===== src/design/radix_integer_to_digits_macros.svh =====
`ifndef RADIX_INTEGER_TO_DIGITS_MACROS_SVH
`define RADIX_INTEGER_TO_DIGITS_MACROS_SVH

// same-cycle implication, held off during reset
`define RID_ASSERT(lbl, ante, cons, msg) \
    lbl: assert property (@(posedge i_clk) disable iff (!i_rst_n) (ante) |-> (cons)) \
        else $error(msg);

// next-cycle implication, held off during reset
`define RID_ASSERT_NEXT(lbl, ante, cons, msg) \
    lbl: assert property (@(posedge i_clk) disable iff (!i_rst_n) (ante) |=> (cons)) \
        else $error(msg);

`endif


===== src/design/rid_pkg.sv =====
package rid_pkg;

    localparam int VALUE_W      = 64;
    localparam int BASE_W       = 8;
    localparam int CHAR_W       = 7;
    localparam int DIGIT_W      = 4;
    localparam int RADIX_W      = 5;
    localparam int CHUNK_W      = 8;
    localparam int QUEUE_DEPTH  = 2;

    localparam int MAX_DIGITS_DEF = 64;
    localparam int VALUE_BITS_DEF = 64;

    localparam logic [BASE_W-1:0] RADIX_MIN = BASE_W'(2);
    localparam logic [BASE_W-1:0] RADIX_MAX = BASE_W'(16);
    localparam logic [CHAR_W-1:0] CHAR_ZERO = CHAR_W'(48);
    localparam logic [CHAR_W-1:0] CHAR_A    = CHAR_W'(65);
    localparam logic [DIGIT_W-1:0] DEC_LIMIT = DIGIT_W'(10);

    typedef enum logic [1:0] {
        K_BAD,
        K_ZERO,
        K_NORM
    } t_kind;

    typedef struct packed {
        logic [VALUE_W-1:0] value;
        logic [BASE_W-1:0]  base;
    } t_in;

    typedef struct packed {
        logic [CHAR_W-1:0] digit_char;
        logic              last;
        logic              error;
    } t_out;

    typedef struct packed {
        t_kind              kind;
        logic [VALUE_W-1:0] value;
        logic [RADIX_W-1:0] base;
    } t_cmd;

    // one chunk of restoring long division: {quotient chunk, remainder}
    function automatic logic [CHUNK_W+DIGIT_W-1:0] div_chunk(
        input logic [DIGIT_W-1:0] rem,
        input logic [CHUNK_W-1:0] chunk,
        input logic [RADIX_W-1:0] base
    );
        logic [RADIX_W-1:0] r;
        logic [CHUNK_W-1:0] q;
        r = {1'b0, rem};
        q = '0;
        for (int i = CHUNK_W - 1; i >= 0; i--) begin
            r = {r[DIGIT_W-1:0], chunk[i]};
            if (r >= base) begin
                r    = r - base;
                q[i] = 1'b1;
            end
        end
        return {q, r[DIGIT_W-1:0]};
    endfunction

    function automatic logic [CHAR_W-1:0] to_char(input logic [DIGIT_W-1:0] d);
        if (d < DEC_LIMIT) begin
            return CHAR_ZERO + CHAR_W'(d);
        end
        return CHAR_A + CHAR_W'(d - DEC_LIMIT);
    endfunction

endpackage


===== src/design/radix_integer_to_digits.sv =====
// Converts an unsigned value to ASCII digits in base 2 to 16, most significant first.
// Input channel: i_valid / o_ready with i_data {value, base}. Only the low VALUE_BITS
// bits of value are used. Output channel: o_valid / i_ready with o_data
// {digit_char, last, error}; last marks the final digit of a conversion.
// A base outside 2 to 16 gives one item with error set and digit_char zero;
// a zero value gives the single digit '0'.
// A two-entry command queue sits behind the input, so up to two items are taken
// while a conversion is in progress. Conversion uses one shared restoring divider
// that handles 8 bits a cycle; after the divide steps of a digit, S_PUSH stores the
// remainder as that digit on the digit stack. Once the value reaches zero, each digit
// is read back from the digit stack memory and presented through S_WAIT, S_LOAD and
// S_SEND, most significant first. Error and zero items go straight to S_SEND.
// Reset (synchronous, active low) empties the queue and drops any item in flight.
// When the receiver holds i_ready low, the current digit is held on o_data and
// conversion pauses; the input side keeps taking items until the queue is full.
module radix_integer_to_digits
    import rid_pkg::*;
#(
    parameter int MAX_DIGITS = MAX_DIGITS_DEF,
    parameter int VALUE_BITS = VALUE_BITS_DEF
) (
    input  logic i_clk,
    input  logic i_rst_n,
    input  logic i_valid,
    output logic o_ready,
    input  t_in  i_data,
    output logic o_valid,
    input  logic i_ready,
    output t_out o_data
);

    t_cmd front_cmd;
    t_cmd queue_cmd;
    logic front_push;
    logic queue_full;
    logic queue_valid;
    logic back_ready;

    rid_front #(
        .VALUE_BITS (VALUE_BITS)
    ) u_front (
        .i_valid (i_valid),
        .o_ready (o_ready),
        .i_data  (i_data),
        .o_push  (front_push),
        .o_cmd   (front_cmd),
        .i_full  (queue_full)
    );

    rid_queue u_queue (
        .i_clk   (i_clk),
        .i_rst_n (i_rst_n),
        .i_push  (front_push),
        .i_cmd   (front_cmd),
        .o_full  (queue_full),
        .o_valid (queue_valid),
        .i_pop   (back_ready),
        .o_cmd   (queue_cmd)
    );

    rid_back #(
        .MAX_DIGITS (MAX_DIGITS),
        .VALUE_BITS (VALUE_BITS)
    ) u_back (
        .i_clk   (i_clk),
        .i_rst_n (i_rst_n),
        .i_valid (queue_valid),
        .o_ready (back_ready),
        .i_cmd   (queue_cmd),
        .o_valid (o_valid),
        .i_ready (i_ready),
        .o_data  (o_data)
    );

endmodule


===== src/design/rid_front.sv =====
module rid_front
    import rid_pkg::*;
#(
    parameter int VALUE_BITS = VALUE_BITS_DEF
) (
    input  logic i_valid,
    output logic o_ready,
    input  t_in  i_data,
    output logic o_push,
    output t_cmd o_cmd,
    input  logic i_full
);

    logic [VALUE_W-1:0] masked;

    assign masked  = VALUE_W'(i_data.value[VALUE_BITS-1:0]);
    assign o_ready = !i_full;
    assign o_push  = i_valid && !i_full;

    always_comb begin
        o_cmd.value = masked;
        o_cmd.base  = RADIX_W'(i_data.base);
        if (i_data.base < RADIX_MIN || i_data.base > RADIX_MAX) begin
            o_cmd.kind = K_BAD;
        end else if (masked == '0) begin
            o_cmd.kind = K_ZERO;
        end else begin
            o_cmd.kind = K_NORM;
        end
    end

endmodule


===== src/design/rid_queue.sv =====
module rid_queue
    import rid_pkg::*;
(
    input  logic i_clk,
    input  logic i_rst_n,
    input  logic i_push,
    input  t_cmd i_cmd,
    output logic o_full,
    output logic o_valid,
    input  logic i_pop,
    output t_cmd o_cmd
);

    localparam int PW = (QUEUE_DEPTH > 1) ? $clog2(QUEUE_DEPTH) : 1;
    localparam int CW = $clog2(QUEUE_DEPTH + 1);

    t_cmd          r_mem [QUEUE_DEPTH];
    logic [PW-1:0] r_wp;
    logic [PW-1:0] r_rp;
    logic [CW-1:0] r_count;
    logic          do_push;
    logic          do_pop;

    assign o_full  = (r_count == CW'(QUEUE_DEPTH));
    assign o_valid = (r_count != '0);
    assign o_cmd   = r_mem[r_rp];
    assign do_push = i_push && !o_full;
    assign do_pop  = i_pop && o_valid;

    always_ff @(posedge i_clk) begin
        if (do_push) begin
            r_mem[r_wp] <= i_cmd;
        end
    end

    always_ff @(posedge i_clk) begin
        if (!i_rst_n) begin
            r_wp    <= '0;
            r_rp    <= '0;
            r_count <= '0;
        end else begin
            if (do_push) begin
                r_wp <= (r_wp == PW'(QUEUE_DEPTH - 1)) ? '0 : r_wp + 1'b1;
            end
            if (do_pop) begin
                r_rp <= (r_rp == PW'(QUEUE_DEPTH - 1)) ? '0 : r_rp + 1'b1;
            end
            if (do_push && !do_pop) begin
                r_count <= r_count + 1'b1;
            end else if (do_pop && !do_push) begin
                r_count <= r_count - 1'b1;
            end
        end
    end

endmodule


===== src/design/rid_back.sv =====
`include "radix_integer_to_digits_macros.svh"

module rid_back
    import rid_pkg::*;
#(
    parameter int MAX_DIGITS = MAX_DIGITS_DEF,
    parameter int VALUE_BITS = VALUE_BITS_DEF
) (
    input  logic i_clk,
    input  logic i_rst_n,
    input  logic i_valid,
    output logic o_ready,
    input  t_cmd i_cmd,
    output logic o_valid,
    input  logic i_ready,
    output t_out o_data
);

    localparam int AW    = $clog2(MAX_DIGITS);
    localparam int CNT_W = $clog2(MAX_DIGITS + 1);
    localparam int NB    = (VALUE_BITS + CHUNK_W - 1) / CHUNK_W;
    localparam int PAD   = NB * CHUNK_W;
    localparam int SW    = (NB > 1) ? $clog2(NB) : 1;

    typedef enum logic [2:0] {
        S_IDLE,
        S_DIV,
        S_PUSH,
        S_WAIT,
        S_LOAD,
        S_SEND
    } t_state;

    t_state             r_state;
    logic [PAD-1:0]     r_val;
    logic [DIGIT_W-1:0] r_rem;
    logic [SW-1:0]      r_step;
    logic [RADIX_W-1:0] r_base;
    logic [CNT_W-1:0]   r_n;
    logic [AW-1:0]      r_ptr;
    t_out               r_out;
    logic               r_out_vld;

    logic [DIGIT_W-1:0] r_stack [MAX_DIGITS];
    logic [DIGIT_W-1:0] r_rd;

    logic [CHUNK_W+DIGIT_W-1:0] div_res;
    logic [CHUNK_W-1:0]         quo;
    logic [CNT_W-1:0]           n_n;
    logic                       push_we;

    assign div_res = div_chunk(r_rem, r_val[PAD-1 -: CHUNK_W], r_base);
    assign quo     = div_res[CHUNK_W+DIGIT_W-1:DIGIT_W];
    assign n_n     = r_n + 1'b1;
    assign push_we = (r_state == S_PUSH);
    assign o_ready = (r_state == S_IDLE);
    assign o_valid = r_out_vld;
    assign o_data  = r_out;

    always_ff @(posedge i_clk) begin
        if (push_we) begin
            r_stack[r_n[AW-1:0]] <= r_rem;
        end
        r_rd <= r_stack[r_ptr];
    end

    always_ff @(posedge i_clk) begin
        if (!i_rst_n) begin
            r_state   <= S_IDLE;
            r_out_vld <= 1'b0;
        end else begin
            unique case (r_state)
                S_IDLE: begin
                    if (i_valid) begin
                        unique case (i_cmd.kind)
                            K_BAD: begin
                                r_out     <= '{digit_char: '0, last: 1'b1, error: 1'b1};
                                r_out_vld <= 1'b1;
                                r_state   <= S_SEND;
                            end
                            K_ZERO: begin
                                r_out     <= '{digit_char: CHAR_ZERO, last: 1'b1, error: 1'b0};
                                r_out_vld <= 1'b1;
                                r_state   <= S_SEND;
                            end
                            K_NORM: begin
                                r_val   <= PAD'(i_cmd.value[VALUE_BITS-1:0]);
                                r_base  <= i_cmd.base;
                                r_n     <= '0;
                                r_rem   <= '0;
                                r_step  <= '0;
                                r_state <= S_DIV;
                            end
                            default: begin
                                r_state <= S_IDLE;
                            end
                        endcase
                    end
                end
                S_DIV: begin
                    r_val  <= (r_val << CHUNK_W) | PAD'(quo);
                    r_rem  <= div_res[DIGIT_W-1:0];
                    r_step <= r_step + 1'b1;
                    if (r_step == SW'(NB - 1)) begin
                        r_state <= S_PUSH;
                    end
                end
                S_PUSH: begin
                    r_n <= n_n;
                    if (r_val == '0) begin
                        r_ptr   <= r_n[AW-1:0];
                        r_state <= S_WAIT;
                    end else if (n_n == CNT_W'(MAX_DIGITS)) begin
                        r_out     <= '{digit_char: '0, last: 1'b1, error: 1'b1};
                        r_out_vld <= 1'b1;
                        r_state   <= S_SEND;
                    end else begin
                        r_rem   <= '0;
                        r_step  <= '0;
                        r_state <= S_DIV;
                    end
                end
                S_WAIT: begin
                    r_state <= S_LOAD;
                end
                S_LOAD: begin
                    r_out.digit_char <= to_char(r_rd);
                    r_out.last       <= (r_ptr == '0);
                    r_out.error      <= 1'b0;
                    r_out_vld        <= 1'b1;
                    r_state          <= S_SEND;
                end
                S_SEND: begin
                    if (i_ready) begin
                        r_out_vld <= 1'b0;
                        if (r_out.last) begin
                            r_state <= S_IDLE;
                        end else begin
                            r_ptr   <= r_ptr - 1'b1;
                            r_state <= S_WAIT;
                        end
                    end
                end
                default: begin
                    r_state <= S_IDLE;
                end
            endcase
        end
    end

    `RID_ASSERT(a_err_last, o_valid && o_data.error, o_data.last, "error item without last")
    `RID_ASSERT(a_div_room, r_state == S_DIV, (r_n < CNT_W'(MAX_DIGITS)), "digit stack overrun")
    `RID_ASSERT_NEXT(a_take_busy, r_state == S_IDLE && i_valid, r_state != S_IDLE, "item not taken")
    `RID_ASSERT(a_digit_char, o_valid && !o_data.error, o_data.digit_char >= CHAR_ZERO, "bad digit")

endmodule

===== config.mk =====
export PLATFORM = sky130hd
export DESIGN_NAME = radix_integer_to_digits
export DESIGN_NICKNAME = d
export VERILOG_FILES = /design/src/design/rid_pkg.sv /design/src/design/radix_integer_to_digits.sv /design/src/design/rid_front.sv /design/src/design/rid_queue.sv /design/src/design/rid_back.sv
export VERILOG_INCLUDE_DIRS = /design/src /design/src/design
export SDC_FILE = /design/constraint.sdc
export NUM_CORES = 1
export LEC_CHECK = 0
export BUFFER_PORTS_ARGS = -buffer_cell sky130_fd_sc_hd__buf_2
export CAP_MARGIN = 10
export CORE_ASPECT_RATIO = 1.25
export CORE_MARGIN = 10
export CORE_UTILIZATION = 67
export DETAILED_ROUTE_END_ITERATION = 8
export GPL_TIMING_DRIVEN = 1
export PLACE_DENSITY = 0.94
export SLEW_MARGIN = 40
export SYNTH_ARGS = -nofsm -noshare
export SYNTH_HDL_FRONTEND = slang
export SYNTH_SLANG_ARGS = --single-unit

===== constraint.sdc =====
create_clock -name i_clk -period 20.8 [get_ports i_clk]
set_input_delay 1.04 -clock i_clk [delete_from_list [all_inputs] [get_ports i_clk]]
set_output_delay 1.04 -clock i_clk [all_outputs]
set_load 0.01 [all_outputs]

==> qor.txt <==
Status -> finished clean
Maximum fanout along the worst path -> 10
CTS Root Buffer Type -> clkbuf_16
Startpoint Class -> flip-flop
Final RePlAce weighted congestion -> 0.9117
Slowest CP cell -> a211oi_1
Area grow syn2layout -> 10.56%
WL/cell -> 25.92 um
Wire length on met1 -> 16,990 um
Postcts setup bufs -> 0
Main synth FF type -> edfxtp_1
Final period util -> 0.6249
Number of synthesized register bits -> 509
Cts repair resizes -> 0
WP data arrival -> 13.31 ns
Number of global-route vias before repair -> 13,450
Max clock buf depth -> 3
Post-synth ARST share -> 0
Most used cell, CP -> ha_1
Worst Tran Pin Value -> 0.8799 ns
Die area -> 40,700 um^2
Hold Fails Final Rpt -> 0
Io pins -> 87
Initial antenna violation count -> 2
Setup slack, reg-to-reg -> 7.80 ns
Clk_lat worst skew -> 0.58 ns
Clock period minus worst slack -> 13.00 ns
Initial Util -> 0.6781
Hold crit path type -> reg -> reg
Cells after synthesis -> 1,424
Final wirelength -> 50,930 um
# clock sinks -> 509
CP delay by family, top -> compound AO/OA/AOI/OAI gates
CP required -> 21.11 ns
IO buf count -> 86
# DRC -> 0
Max-cap viol count -> 0
Clock transition at path regs -> 0.07 ns
Vias per cell -> 6.644
Setup TNS -> 0 ns
Gr usage total -> 0.2489
Crit end category -> flip-flop
Routed via count -> 13,060
Routed Antenna Nets -> 0
Nets -> 1,644
Post-synthesis net count -> 1,558
Max frequency -> 76.93 MHz
H-Tree Level Count -> 2
Met2 WL -> 27,690 um
Highest routed layer -> met5
Synthesized area -> 22,100 um^2
Number of synthesized flops with an enable pin -> 496
Max-slew headroom -> 0.4134
Core ar. -> 32,590 um^2
Worst Clk Skew -> 0.03031 ns
Highest cell delay on the worst timing path -> 0.73 ns
Critical Setup Path Class -> reg -> reg
Diode count -> 0
Initial DRC count -> 1,329
Met3 WL -> 3676 um
Layout cells sized above 1 -> 0.1661
Hpwl dp -> 32,630 um
RSZ-0062 raised after global routing -> no
Yosys Warn Count -> 0
Register area share after synthesis -> 0.6857
Final setup viols -> 0
Count of different cell masters after synthesis -> 63
FP Rows -> 74
Slew Limit Fails -> 0
Die Y -> 223.1 um
Bufs and invs on worst path -> 5
First-pass GRT wire length -> 78,360 um
GRT overflow -> 0
DIE WIDTH -> 182.5 um
# hold bufs at CTS -> 0
Total CTS buffers -> 46
Largest net degree at the start of global routing -> 127
DR pass1 iterations -> 6
CTS tree -> built
Mean Syn Cell Area -> 15.52 um^2
metrics by stage:
| step | setup slack (ns) | std cells | hold slack (ns) | utilization | cell area (um^2) |
|---|---|---|---|---|---|
| 5_1_grt | 6.960 | 1965 | 0.4973 | 0.7498 | 24440 |
| 2_1_floorplan | 9.764 | 1424 | 0.4779 | - | 22100 |
| 3_5_place_dp | 8.219 | 1880 | 0.4626 | 0.7044 | 22960 |
| 4_1_cts | 8.142 | 1965 | 0.4765 | 0.7495 | 24430 |
| 3_3_place_gp | 9.112 | 1879 | 0.4587 | 0.7028 | 22910 |
| 6_report | 7.801 | 1965 | 0.4697 | 0.7498 | 24440 |
layer usage:
metal  track usage  vias up
li1              -     5694
met1        0.2761     6402
met2        0.4470      792
met3       0.04275      164
met4        0.1325        4
met5             0        -
worst paths after layout:
check / cells after the start / to / start
hold / removal: 2 / u_back.o_valid / u_back.o_valid
hold reg to reg: 2 / u_back.o_valid / u_back.o_valid
setup / recovery: 47 / u_back.r_rem[3] / u_back.r_base[1]
setup reg to reg: 47 / u_back.r_rem[3] / u_back.r_base[1]
state kept, by name, summed over array words and instances (netlist names), named ones only:
register,flops
u_queue.r_wp,1
u_back.r_n,7
u_back.o_valid,1
u_back.r_state,3
u_back.r_val,64
u_back.r_stack,256
u_back.r_rem,4
u_queue.r_count,2
u_queue.r_rp,1
u_back.o_data,9
u_back.r_rd,4
u_back.r_ptr,6
u_back.r_base,5
u_queue.r_mem,142
u_back.r_step,3
cell usage after synthesis (all sizes together) (3+ instances only):
cell type,n,area (um^2)
a211oi,16,120.1
a21o,15,112.6
a21oi,35,175.2
a31oi,12,75.07
and2,13,81.33
and3,4,25.02
buf,29,156.4
clkbuf,34,127.6
dfxtp,13,260.3
edfxtp,496,14890
fa,8,160.2
ha,50,625.6
inv,40,150.1
mux2,17,191.4
mux2i,74,740.7
mux4,70,1614
nand2,124,465.5
nand2b,11,68.82
nand3,11,55.05
nand3b,7,52.55
nand4,10,62.56
nor2,101,379.1
nor2b,19,118.9
nor3,8,40.04
nor4,35,219.0
nor4b,3,26.28
o21ai,88,440.4
o22ai,4,25.02
o31ai,5,37.54
or2,3,18.77
or3,5,31.28
xnor2,18,157.7
xor2,14,122.6
layout make-up:
type | count | area (um^2)
Tap cell | 418 | 523.0
Inverter | 41 | 153.9
Fill cell | 1767 | 8155
Timing Repair Buffer | 101 | 569.3
Multi-Input combinational cell | 811 | 6563
Clock inverter | 26 | 237.7
Sequential cell | 509 | 15160
Clock buffer | 59 | 1231
worst register-to-register path: cells and delay by family (launching register included):
| kind | cells | cell delay, ns |
|---|---|---|
| buffers and inverters | 5 | 0.69 |
| and+or+nand+nor | 6 | 0.98 |
| muxes | 5 | 2.12 |
| DFF | 1 | 0.65 |
| AOI/OAI and AO/OA | 23 | 6.05 |
| adders and majority gates | 8 | 2.27 |
logic make-up (layout without fill, tap and decap cells):
group	after synthesis	count (layout)	share of synthesized area
AO/OA/AOI/OAI	200	200	0.05429
XOR/XNOR	32	32	0.01268
adder cells (fa/ha/maj)	58	58	0.03555
buffers and inverters	104	227	0.01981
flip-flops	509	509	0.6857
multiplexers	161	161	0.1152
AND/OR/NAND/NOR	360	360	0.07677
cell usage in the layout, fill, tap and decap left out, drive strengths merged, types with 4 or more instances in the layout:
master,Yosys,layout
a21oi,35,35
nor2b,19,19
mux2,17,17
dfxtp,13,13
nand2,124,124
mux4,70,70
buf,29,101
or3,5,5
xor2,14,14
nor3,8,8
bufinv,0,4
clkbuf,34,59
fa,8,8
nand3,11,11
edfxtp,496,496
mux2i,74,74
o21ai,88,88
ha,50,50
inv,40,42
clkinv,1,20
nand3b,7,7
and2,13,13
o22ai,4,4
a211oi,16,16
nor4,35,35
nand4,10,10
nor2,101,101
nand2b,11,11
a31oi,12,12
and3,4,4
o31ai,5,5
xnor2,18,18
a21o,15,15
Power is left out: the tool's default activity adds up to more than one toggle a clock period on the data nets, which glitch-free logic cannot reach.
